===== src/hw/rtl/yoc_pkg.sv =====
// ----------------------------------------------------------------------------
// yoc_pkg
// Shared types, constants and helpers for the YUYV to opponent color block.
// ----------------------------------------------------------------------------
package yoc_pkg;

  localparam int KR_V = 91881;
  localparam int KG_V = 46792;
  localparam int KG_U = 21889;
  localparam int KB_U = 116129;
  localparam int RECIP3 = 43691;     // ceil(2^17 / 3)

  localparam int DIV_BITS = 16;      // quotient magnitude bits
  localparam int NUM_W = 25;         // dividend magnitude width
  localparam int FRONT_STAGES = 3;
  localparam int LANE_STAGES = FRONT_STAGES + DIV_BITS;
  localparam int NUM_STAGES = LANE_STAGES + 1;   // plus output register

  localparam logic CFG_DARK_THRESHOLD = 1'b0;
  localparam logic CFG_INPUT_BITS = 1'b1;

  typedef struct packed {
    logic [9:0] dark_threshold;
    logic [4:0] input_bits;
  } yoc_cfg_t;

  typedef struct packed {
    logic signed [16:0] rg;
    logic signed [16:0] by;
    logic [15:0]        lum;
  } yoc_pix_t;

  function automatic logic [7:0] clamp_byte(input logic signed [11:0] x);
    logic [7:0] res;
    if (x < 0) begin
      res = 8'd0;
    end else if (x > 12'sd255) begin
      res = 8'd255;
    end else begin
      res = x[7:0];
    end
    return res;
  endfunction

endpackage


===== src/hw/rtl/yoc_merge.sv =====
// ----------------------------------------------------------------------------
// yoc_merge
// Output register: packs both lanes into one result word.
// ----------------------------------------------------------------------------
module yoc_merge (
  input  logic              clk,
  input  logic              en,
  input  yoc_pkg::yoc_pix_t pix_first,
  input  yoc_pkg::yoc_pix_t pix_second,
  output logic [103:0]      tdata
);

  logic [103:0] data_r;

  always_ff @(posedge clk) begin
    if (en) begin
      data_r <= {4'b0, pix_second.lum, pix_second.by, pix_second.rg,
                 pix_first.lum, pix_first.by, pix_first.rg};
    end
  end

  assign tdata = data_r;

endmodule


===== config.mk =====
export PLATFORM = sky130hd
export DESIGN_NAME = yoc_merge
export DESIGN_NICKNAME = d
export VERILOG_FILES = /design/src/hw/rtl/yoc_pkg.sv /design/src/hw/rtl/yoc_merge.sv
export SDC_FILE = /design/constraint.sdc
export NUM_CORES = 1
export LEC_CHECK = 0
export ABC_AREA = 1
export BUFFER_PORTS_ARGS = -buffer_cell sky130_fd_sc_hd__buf_2
export CAP_MARGIN = 25
export CORE_MARGIN = 3
export CORE_UTILIZATION = 37
export CTS_CLUSTER_SIZE = 28
export DETAILED_ROUTE_END_ITERATION = 16
export PLACE_DENSITY = 0.86
export SYNTH_ARGS = -nofsm -noshare
export SYNTH_HDL_FRONTEND = slang
export SYNTH_SLANG_ARGS = --single-unit

===== constraint.sdc =====
create_clock -name clk -period 0.8 [get_ports clk]
set_input_delay 0.16 -clock clk [delete_from_list [all_inputs] [get_ports clk]]
set_output_delay 0.16 -clock clk [all_outputs]
set_load 0.005 [all_outputs]

==> impl_metrics.ini <==
[sta]
finalSetupViolations = 100
finalCritPeriodShare = 1.34
hold_ws_ps = 274
worst_slack_ps = -271
finalCriticalPeriod_ps = 1070
max_freq_ghz = 0.934
drv_slew = 0
hold_violations = 0
tns_ps = -21190
rsz0062_at_grt = true

[clock_network]
cts-root-buf = clkbuf_8
clk_path_buf_depth = 2
path_clk_slew_ps = 90
cts_buffers = 9
htreeDepth = 3
cts_tree = yes
cts.sinks = 100
postCtsSetupRepairBufs = 0

[placed_design]
hpwl_um = 5650
gp_congestion = 0.688
io_buffers = 201
placedCellCount = 412

[worst_setup_path]
cp.depth = 1
worstPathRequired_ps = 640
cp-endpoint = tdata[55]
path_max_fanout = 1
slowest_delay_ps = 420
cp_slowest_cell = edfxtp_1
worstPathCellList = buf_2
path_buf_inv = 1
start_kind = flop
startpoint = tdata[55]
end_kind = primary output
path_class = reg2out
critPathArrivalTime_ps = 910
crit_family = flip-flops

[layout]
final_cells = 529
multi_input_area_um2 = 15.0
finalCoreUtilization = 0.690
num-nets-final = 523
seqCellArea_um2 = 3000
largest_reg_flops = 100
synthToLayoutAreaGrowth_pct = 78.2
layout-drive-gt1-share = 0.516
fill_cells = 533

[global_route]
track_usage = 0.178
grt_max_degree = 36
grt_pass1_vias = 2356
grt_first_pass_wirelength_um = 11800
antenna_found_initial = 0
grt_overflow_total = 0

[die]
core_um2 = 7850
die_area_um2 = 9330
die_h_um = 96.6
std_cell_rows = 32
die_w_um = 96.6
ioPinCount = 206
start_util = 0.387

[detailed_routing]
vias_per_cell = 4.21
first_pass_iters = 4
wirelength_um = 8490
wl_per_cell_um = 16.0
ant_nets = 0
remaining_drc_errors = 0
num_vias = 2226
first_iter_violations = 59

[power]
p_leak_nw = 2.32
peakVddDrop_uv = 1150
power_mw = 10.6
powerDensity_nw_per_um2 = 1960

[outcome]
status = complete, but fails checks
violations = setup timing

[yosys]
synthCells = 105
yosysTopAreaCellShare = 0.989
synth_area_per_cell_um2 = 28.9
synth_top_family_by_area = buffers and inverters
yosys_register_bits = 100
yosysSeqAreaShare = 0.989
synth_mux_area_frac = 0
synthAdderAreaFrac = 0
yosysTopAreaCell = edfxtp_1
yosys_warnings = 0
syn_area_um2 = 3040
yosysUniqueCellTypes = 3
yosys-top-cells-area = edfxtp_1 (99%), buf_4 (0.99%), conb_1 (0.12%)
synth_compound_area_frac = 0
synth_simple_gate_area_frac = 0
synth_xor_area_frac = 0

[hold_path]
holdCritPathClass = in2reg

[flow_run]
cap_viol_max_count = 0
-- kinds of logic (layout without fill, tap and decap cells) --
kind of cell           count (synthesis)  count (layout)
flip-flops                           100             100
buffers and inverters                  4             322
other                                  1               5
-- power breakdown --
part           leakage [nW]  total, mW  internal, mW  switching (mW)
Clock                0.0826       3.03          1.42            1.60
Combinational          1.26       1.26         0.771           0.486
Sequential            0.979       6.32          6.22           0.107
-- cell usage in the layout, fill, tap and decap left out --
master / count
diode_2: 1
clkinvlp_4: 4
buf_12: 2
buf_2: 200
bufinv_16: 1
clkinv_1: 2
clkbuf_8: 9
conb_1: 4
dlygate4sd3_1: 100
edfxtp_1: 100
buf_4: 4
-- cell usage after synthesis, drive strengths merged --
library cell,n
buf,4
conb,1
edfxtp,100
-- worst min path at each step --
stage | startpoint | to | slack, ps | cells after the start
5_1_grt | en | tdata[34] | 260 | 2
3_5_place_dp | pix_first[5] | tdata[39] | 340 | 1
6_report | en | tdata[34] | 270 | 2
3_3_place_gp | pix_second[20] | tdata[71] | 340 | 1
2_1_floorplan | pix_first[33] | tdata[0] | 260 | 0
4_1_cts | en | tdata[91] | 260 | 2
-- what timing repair did --
item | in CTS | in global routing
endpoints found under the setup margin | 100 | 100
resized for setup | 0 | 0
hold buffers | 100 | 0
hold endpoints to repair | 100 | 0
-- final cells by class --
type                    count  area share
clock inverters             7      0.0125
well taps                 102      0.0236
clock buffers               9      0.0229
repair buffers            306       0.383
diodes                      1    0.000462
multi-input cells           4     0.00277
flip-flops and latches    100       0.555
-- through the flow --
step / setup slack (ps) / instance area (um^2)
floorplan: 285 / 3050
CTS: -284 / 5410
finish: -271 / 5410
detailed placement: -81.9 / 4220
global placement: -82.3 / 4220
global route: -318 / 5410
-- metal layers --
| metal | vias to the layer above | wire length [um] | GRT usage |
|---|---|---|---|
| met3 | 17 | 715 | 0.0550 |
| li1 | 1046 | - | - |
| met5 | - | 0 | 0 |
| met4 | 0 | 198 | 0.0888 |
| met1 | 1036 | 3010 | 0.180 |
| met2 | 127 | 4560 | 0.329 |
Note: power is estimated with default switching activity, not from simulation.
