## src/hw/rtl/yoc_pkg.sv

```systemverilog
// ----------------------------------------------------------------------------
// yoc_pkg
// Shared types, constants and helpers for the YUYV to opponent color block.
// ----------------------------------------------------------------------------
package yoc_pkg;

  localparam int KR_V = 91881;
  localparam int KG_V = 46792;
  localparam int KG_U = 21889;
  localparam int KB_U = 116129;
  localparam int RECIP3 = 43691;     // ceil(2^17 / 3)

  localparam int DIV_BITS = 16;      // quotient magnitude bits
  localparam int NUM_W = 25;         // dividend magnitude width
  localparam int FRONT_STAGES = 3;
  localparam int LANE_STAGES = FRONT_STAGES + DIV_BITS;
  localparam int NUM_STAGES = LANE_STAGES + 1;   // plus output register

  localparam logic CFG_DARK_THRESHOLD = 1'b0;
  localparam logic CFG_INPUT_BITS = 1'b1;

  typedef struct packed {
    logic [9:0] dark_threshold;
    logic [4:0] input_bits;
  } yoc_cfg_t;

  typedef struct packed {
    logic signed [16:0] rg;
    logic signed [16:0] by;
    logic [15:0]        lum;
  } yoc_pix_t;

  function automatic logic [7:0] clamp_byte(input logic signed [11:0] x);
    logic [7:0] res;
    if (x < 0) begin
      res = 8'd0;
    end else if (x > 12'sd255) begin
      res = 8'd255;
    end else begin
      res = x[7:0];
    end
    return res;
  endfunction

endpackage

```

## src/hw/rtl/yoc_div.sv

```systemverilog
// ----------------------------------------------------------------------------
// yoc_div
// Pipelined restoring divider, one quotient bit per stage, signed result.
// ----------------------------------------------------------------------------
module yoc_div (
  input  logic                             clk,
  input  logic [yoc_pkg::DIV_BITS-1:0]     en,
  input  logic [yoc_pkg::NUM_W-1:0]        num,
  input  logic [9:0]                       den,
  input  logic                             neg,
  output logic signed [16:0]               quo
);

  localparam int N = yoc_pkg::DIV_BITS;
  localparam int RW = yoc_pkg::NUM_W + 1;

  logic [yoc_pkg::NUM_W-1:0] rem_r [N];
  logic [N-1:0]              q_r   [N];
  logic [9:0]                d_r   [N];
  logic                      neg_r [N];

  always_ff @(posedge clk) begin
    for (int j = 0; j < N; j++) begin
      if (en[j]) begin
        logic [yoc_pkg::NUM_W-1:0] rin;
        logic [N-1:0]              qin;
        logic [9:0]                din;
        logic [RW-1:0]             sd;
        rin = (j == 0) ? num : rem_r[(j == 0) ? 0 : j - 1];
        qin = (j == 0) ? '0 : q_r[(j == 0) ? 0 : j - 1];
        din = (j == 0) ? den : d_r[(j == 0) ? 0 : j - 1];
        sd = {{(RW-10){1'b0}}, din} << (N - 1 - j);
        if ({1'b0, rin} >= sd) begin
          rem_r[j] <= rin - sd[yoc_pkg::NUM_W-1:0];
          q_r[j]   <= qin | (N'(1) << (N - 1 - j));
        end else begin
          rem_r[j] <= rin;
          q_r[j]   <= qin;
        end
        d_r[j]   <= din;
        neg_r[j] <= (j == 0) ? neg : neg_r[(j == 0) ? 0 : j - 1];
      end
    end
  end

  logic signed [16:0] mag;
  assign mag = $signed({1'b0, q_r[N-1]});
  assign quo = neg_r[N-1] ? -mag : mag;

endmodule

```

## src/hw/rtl/yoc_pixel.sv

```systemverilog
// ----------------------------------------------------------------------------
// yoc_pixel
// One pixel lane: YUV to clamped RGB, luminance, opponent numerators, dividers.
// ----------------------------------------------------------------------------
module yoc_pixel (
  input  logic                                 clk,
  input  logic [yoc_pkg::LANE_STAGES-1:0]      en,
  input  yoc_pkg::yoc_cfg_t                    cfg,
  input  logic [7:0]                           y_in,
  input  logic [7:0]                           u_in,
  input  logic [7:0]                           v_in,
  output yoc_pkg::yoc_pix_t                    pix
);

  localparam int F = yoc_pkg::FRONT_STAGES;
  localparam int N = yoc_pkg::DIV_BITS;

  logic signed [8:0]  us, vs;
  logic [7:0]         y1_r, r_r, g_r, b_r;
  logic signed [26:0] pr_r, pgv_r, pgu_r, pb_r;

  assign us = $signed({1'b0, u_in}) - 9'sd128;
  assign vs = $signed({1'b0, v_in}) - 9'sd128;

  always_ff @(posedge clk) begin
    if (en[0]) begin
      y1_r  <= y_in;
      pr_r  <= 27'(18'sd91881 * vs);
      pgv_r <= 27'(18'sd46792 * vs);
      pgu_r <= 27'(18'sd21889 * us);
      pb_r  <= 27'(18'sd116129 * us);
    end
  end

  logic signed [11:0] ys, rs, gs, bs;
  assign ys = $signed({4'b0, y1_r});
  assign rs = ys + 12'($signed(pr_r[26:16]));
  assign gs = ys - 12'($signed(pgv_r[26:16])) - 12'($signed(pgu_r[26:16]));
  assign bs = ys + 12'($signed(pb_r[26:16]));

  always_ff @(posedge clk) begin
    if (en[1]) begin
      r_r <= yoc_pkg::clamp_byte(rs);
      g_r <= yoc_pkg::clamp_byte(gs);
      b_r <= yoc_pkg::clamp_byte(bs);
    end
  end

  logic [4:0]          bits;
  logic [3:0]          osh, lsh;
  logic [9:0]          l;
  logic [26:0]         lprod;
  logic [15:0]         lum;
  logic signed [11:0]  red, green, blue;
  logic [7:0]          diff;
  logic signed [12:0]  yel;
  logic [9:0]          redc, greenc, bluec, yelc;
  logic signed [11:0]  rgn, byn;
  logic [9:0]          rga, bya;
  logic [11:0]         rg3, by3;
  logic                dark;
  logic [yoc_pkg::NUM_W-1:0] rg_num, by_num;
  logic [9:0]          den;

  always_comb begin
    if (cfg.input_bits < 5'd8) begin
      bits = 5'd8;
    end else if (cfg.input_bits > 5'd16) begin
      bits = 5'd16;
    end else begin
      bits = cfg.input_bits;
    end
    osh = 4'(bits - 5'd3);
    lsh = 4'(bits - 5'd8);
    l = {2'b0, r_r} + {2'b0, g_r} + {2'b0, b_r};
    lprod = 27'(l * 17'd43691);
    lum = {8'b0, lprod[24:17]} << lsh;
    red   = $signed({3'b0, r_r, 1'b0}) - $signed({4'b0, g_r}) - $signed({4'b0, b_r});
    green = $signed({3'b0, g_r, 1'b0}) - $signed({4'b0, r_r}) - $signed({4'b0, b_r});
    blue  = $signed({3'b0, b_r, 1'b0}) - $signed({4'b0, r_r}) - $signed({4'b0, g_r});
    diff = (r_r >= g_r) ? r_r - g_r : g_r - r_r;
    yel = 13'sd0 - $signed({blue, 1'b0}) - $signed({3'b0, diff, 2'b0});
    redc   = red   < 0 ? 10'd0 : red[9:0];
    greenc = green < 0 ? 10'd0 : green[9:0];
    bluec  = blue  < 0 ? 10'd0 : blue[9:0];
    yelc   = yel   < 0 ? 10'd0 : yel[9:0];
    rgn = $signed({2'b0, redc}) - $signed({2'b0, greenc});
    byn = $signed({2'b0, bluec}) - $signed({2'b0, yelc});
    rga = rgn < 0 ? 10'(-rgn) : rgn[9:0];
    bya = byn < 0 ? 10'(-byn) : byn[9:0];
    rg3 = {2'b0, rga} + {1'b0, rga, 1'b0};
    by3 = {2'b0, bya} + {1'b0, bya, 1'b0};
    dark = (l < cfg.dark_threshold) || (l == 10'd0);
    rg_num = dark ? '0 : ({13'b0, rg3} << osh);
    by_num = dark ? '0 : ({13'b0, by3} << osh);
    den = dark ? 10'd1 : l;
  end

  logic [yoc_pkg::NUM_W-1:0] rg_num_r, by_num_r;
  logic [9:0]                den_r;
  logic                      rg_neg_r, by_neg_r;
  logic [15:0]               lum_r [N + 1];

  always_ff @(posedge clk) begin
    if (en[2]) begin
      rg_num_r <= rg_num;
      by_num_r <= by_num;
      den_r    <= den;
      rg_neg_r <= rgn < 0;
      by_neg_r <= byn < 0;
      lum_r[0] <= lum;
    end
    for (int j = 0; j < N; j++) begin
      if (en[F + j]) begin
        lum_r[j + 1] <= lum_r[j];
      end
    end
  end

  yoc_div u_div_rg (
    .clk (clk),
    .en  (en[F +: N]),
    .num (rg_num_r),
    .den (den_r),
    .neg (rg_neg_r),
    .quo (pix.rg)
  );

  yoc_div u_div_by (
    .clk (clk),
    .en  (en[F +: N]),
    .num (by_num_r),
    .den (den_r),
    .neg (by_neg_r),
    .quo (pix.by)
  );

  assign pix.lum = lum_r[N];

endmodule

```

## config.mk

```make
export PLATFORM = sky130hd
export DESIGN_NAME = yoc_pixel
export DESIGN_NICKNAME = d
export VERILOG_FILES = /design/src/hw/rtl/yoc_pkg.sv /design/src/hw/rtl/yoc_div.sv /design/src/hw/rtl/yoc_pixel.sv
export SDC_FILE = /design/constraint.sdc
export NUM_CORES = 2
export LEC_CHECK = 0
export BUFFER_PORTS_ARGS = -buffer_cell sky130_fd_sc_hd__buf_2
export CAP_MARGIN = 20
export CORE_AREA = 5 5 644 455
export CTS_BUF_LIST = sky130_fd_sc_hd__clkbuf_4
export CTS_CLUSTER_DIAMETER = 80
export DETAILED_ROUTE_END_ITERATION = 16
export DIE_AREA = 0 0 649 460
export PLACE_DENSITY = 0.55
export SLEW_MARGIN = 10
export SYNTH_ARGS = -nofsm -noshare
export SYNTH_HDL_FRONTEND = slang
export SYNTH_SLANG_ARGS = --single-unit
```

## constraint.sdc

```tcl
create_clock -name clk -period 29.6 [get_ports clk]
set_input_delay 5.92 -clock clk [delete_from_list [all_inputs] [get_ports clk]]
set_output_delay 5.92 -clock clk [all_outputs]
set_load 0.005 [all_outputs]
```

==> metrics.md <==
| Metric | Value |
|---|---|
| Vias in the first global route | 55200 |
| Die Width | 649 µm |
| Skew final | 0.117 ns |
| Hold Vio Cnt, Final | 0 |
| Clock sink count | 1611 |
| CTS Root Cell | clkbuf_4 |
| Fraction of layout cells with a size suffix above 1 | 10.5% |
| Placed Cells | 11000 |
| Finished Layout Cells | 11600 |
| GRT Util Overall | 13.3% |
| Mapped cell area | 88300 µm² |
| Ys flop type | edfxtp_1 |
| Netlist cell types | 100 |
| Cells after Synth | 7113 |
| Unrepaired setup endpoints after global routing | no |
| Layout Area Growth over Synthesis | 11.1% |
| Antenna violations before repair | 8 |
| Syn nets | 8155 |
| Vias per inst | 4.71 |
| FF+latch count, synth | 1611 |
| Fin area | 98100 µm² |
| DRT Wirelength | 201 mm |
| Critical Path Source Type | register |
| Avg Cell Area, Syn | 12.4 µm² |
| Relative slew slack | 18.2% |
| Min cycle time layout | 11.17 ns |
| Num CTS Buffers | 380 |
| DP Wirelength | 156 mm |
| Initial DRC Count | 3490 |
| Max Root-Sink Buffers | 4 |
| Setup violators final | 0 |
| CP max stage cell | edfxtp_1 |
| Largest net degree at the start of global routing | 71 |
| Die height | 460 µm |
| Residual DRC | 0 |
| Tcrit/Tclk final | 37.7% |
| Max-cap violations | 0 |
| Final hold slack | 0.319 ns |
| FF-to-FF path depth | 46 |
| Syn. warnings | 0 |
| Hold Buf Count CTS | 0 |
| Post-CTS setup buffers | 0 |
| Critical register-to-register path endpoint | by_num_r[14] |
| Post-route ant nets | 0 |
| Max Clk Rate | 89.5 MHz |
| Die ar. | 299000 µm² |
| Layout Nets | 8542 |
| Mean routed wirelength per cell | 17.3 µm |
| Initial core utilization | 30.8% |
| CTS tree | done |
| Crit Path Class | register to register |
| Crit. Startpoint | r_r[0] |
| Worst-skew pair later-pin latency | 1.16 ns |
| Most common cell after layout, fill and taps aside | edfxtp_1 |
| H-tree depth | 5 |
| GPL Wtd Cong | 0.858 |
| Critical Path End | by_num_r[14] |
| Vias | 54700 |
| Synth async-reset ratio | 0% |
| TritonRoute pass-1 iters | 9 |
| Slowest cell delay on critical path | 0.61 ns |
| Setup Total Neg Slack | 0 ns |
| Worst hold path type | register to register |
| Worst slew pin tran | 1.23 ns |
| I/O pins | 109 |
| GRT overflow | 0 |
| First-pass GRT wire length | 318 mm |
| CTS clk-pin slew, worst paths | 0.07 ns |
| Port Buffers | 108 |
| Placed cell areas | 93400 µm² |
| Most used cell, CP | a21oi_1 |
| Core area | 287000 µm² |
| FF-to-FF Start | r_r[0] |
| Commonest cells after routing, fill and taps aside | edfxtp_1, ha_1, inv_1 |
| Slew Viols, Final | 0 |
| Outcome | completed |
| Crit Path Max Fanout | 14 |
| Worst R2R Setup Slack | 18.43 ns |
| Crit end category | register |
| EDFF count, synth | 1611 |
| Rows | 165 |
| Required time worst endpoint | 30.42 ns |
| CP arrival | 11.99 ns |
| Sequential-to-total area share from yosys stat | 54.8% |
| Post-cts resize count | 0 |
-- flip-flops by register name, summed over array words and instances (netlist names), 11 cells and up --
signal          cells
u_div_by.rem_r    375
u_div_rg.rem_r    375
lum_r             272
u_div_by.q_r      136
u_div_rg.q_r      136
u_div_rg.d_r      130
by_num_r           25
rg_num_r           25
u_div_by.d_r       20
u_div_by.neg_r     16
u_div_rg.neg_r     16
pb_r               11
pr_r               11
-- metrics by stage --
step	util, %	setup slack, ns
finish	34.2	18.43
global route	34.2	17.56
CTS	34.2	18.43
detailed placement	32.6	17.56
global placement	32.6	17.67
floorplan	-	18.70
-- critical path: cells and delay by family, from the launching register on --
kind | cells | cell delay [ns]
DFF | 1 | 0.61
AOI/OAI and AO/OA | 25 | 4.91
adders and majority gates | 7 | 2.21
and+or+nand+nor | 8 | 1.71
xor gates and xnor gates | 2 | 0.28
buffers and inverters | 3 | 0.68
muxes | 1 | 0.52
-- cell families (layout without fill, tap and decap cells) --
group | count (synthesis) | after routing | share of synthesized area [%]
buffers and inverters | 853 | 1513 | 3.72
adder cells (fa/ha/maj) | 983 | 983 | 15.6
other | 0 | 7 | 0
flip-flops | 1611 | 1611 | 54.8
multiplexers | 85 | 85 | 1.07
AO/OA/AOI/OAI | 1320 | 1320 | 9.44
XOR/XNOR | 580 | 580 | 5.79
AND/OR/NAND/NOR | 1681 | 1681 | 9.58
-- worst min path at each step --
| stage | from | end | cells past startpoint |
|---|---|---|---|
| after global placement | u_div_by.neg_r[2] | u_div_by.neg_r[3] | 0 |
| after floorplan | lum_r[0][84] | lum_r[0][100] | 0 |
| final | lum_r[0][27] | lum_r[0][43] | 0 |
| after global routing | lum_r[0][13] | lum_r[0][29] | 0 |
| after detailed placement | lum_r[0][122] | lum_r[0][138] | 0 |
| after CTS | lum_r[0][27] | lum_r[0][43] | 0 |
-- synthesized netlist by cell type, types with 17 or more instances --
master    count  area [µm²]
ha_1        789        9870
a21boi_0     47         353
nand2b_1    141         882
o21a_1       48         360
nor4b_1      20         175
and2_1       23         144
nor4_1       84         526
xnor2_1     375        3280
edfxtp_1   1611       48400
o31ai_1      44         330
a21oi_1     367        1840
mux2i_1      47         470
and3_1       22         138
o211ai_1     17         128
nand4_1      72         450
a21o_1      236        1770
o21ai_0     350        1750
or4_1        27         203
inv_1       706        2650
fa_1        194        3880
or2_2        21         131
xor2_1      203        1780
nand2_1     389        1460
nand3_1      68         340
nor2b_1     116         726
mux2_2       34         383
a211oi_1     28         210
buf_4        18         135
a31oi_1      19         119
nand4b_1     22         193
nor3_1      130         651
clkbuf_1    117         439
o21bai_1     40         300
or3_1        44         275
nor2_1      445        1670
-- final cells by class --
class,count,area [µm²]
tap,3841,4810
antenna,7,17.5
clock buffer,539,4050
inverter,709,2670
fill,28200,189000
clock inverter,116,629
timing repair buffer,149,915
multi-input combinational,4649,36600
sequential,1611,48400
-- layer usage --
| metal | vias up | track usage [%] | share of wire [%] |
|---|---|---|---|
| li1 | 26700 | - | - |
| met1 | 26500 | 20.7 | 52 |
| met2 | 1251 | 19.0 | 41 |
| met3 | 276 | 2.36 | 5.2 |
| met4 | 4 | 2.90 | 1.6 |
| met5 | - | 0 | 0.012 |
Power is left out: the tool's default activity adds up to more than one toggle a clock period on the data nets, which glitch-free logic cannot reach.
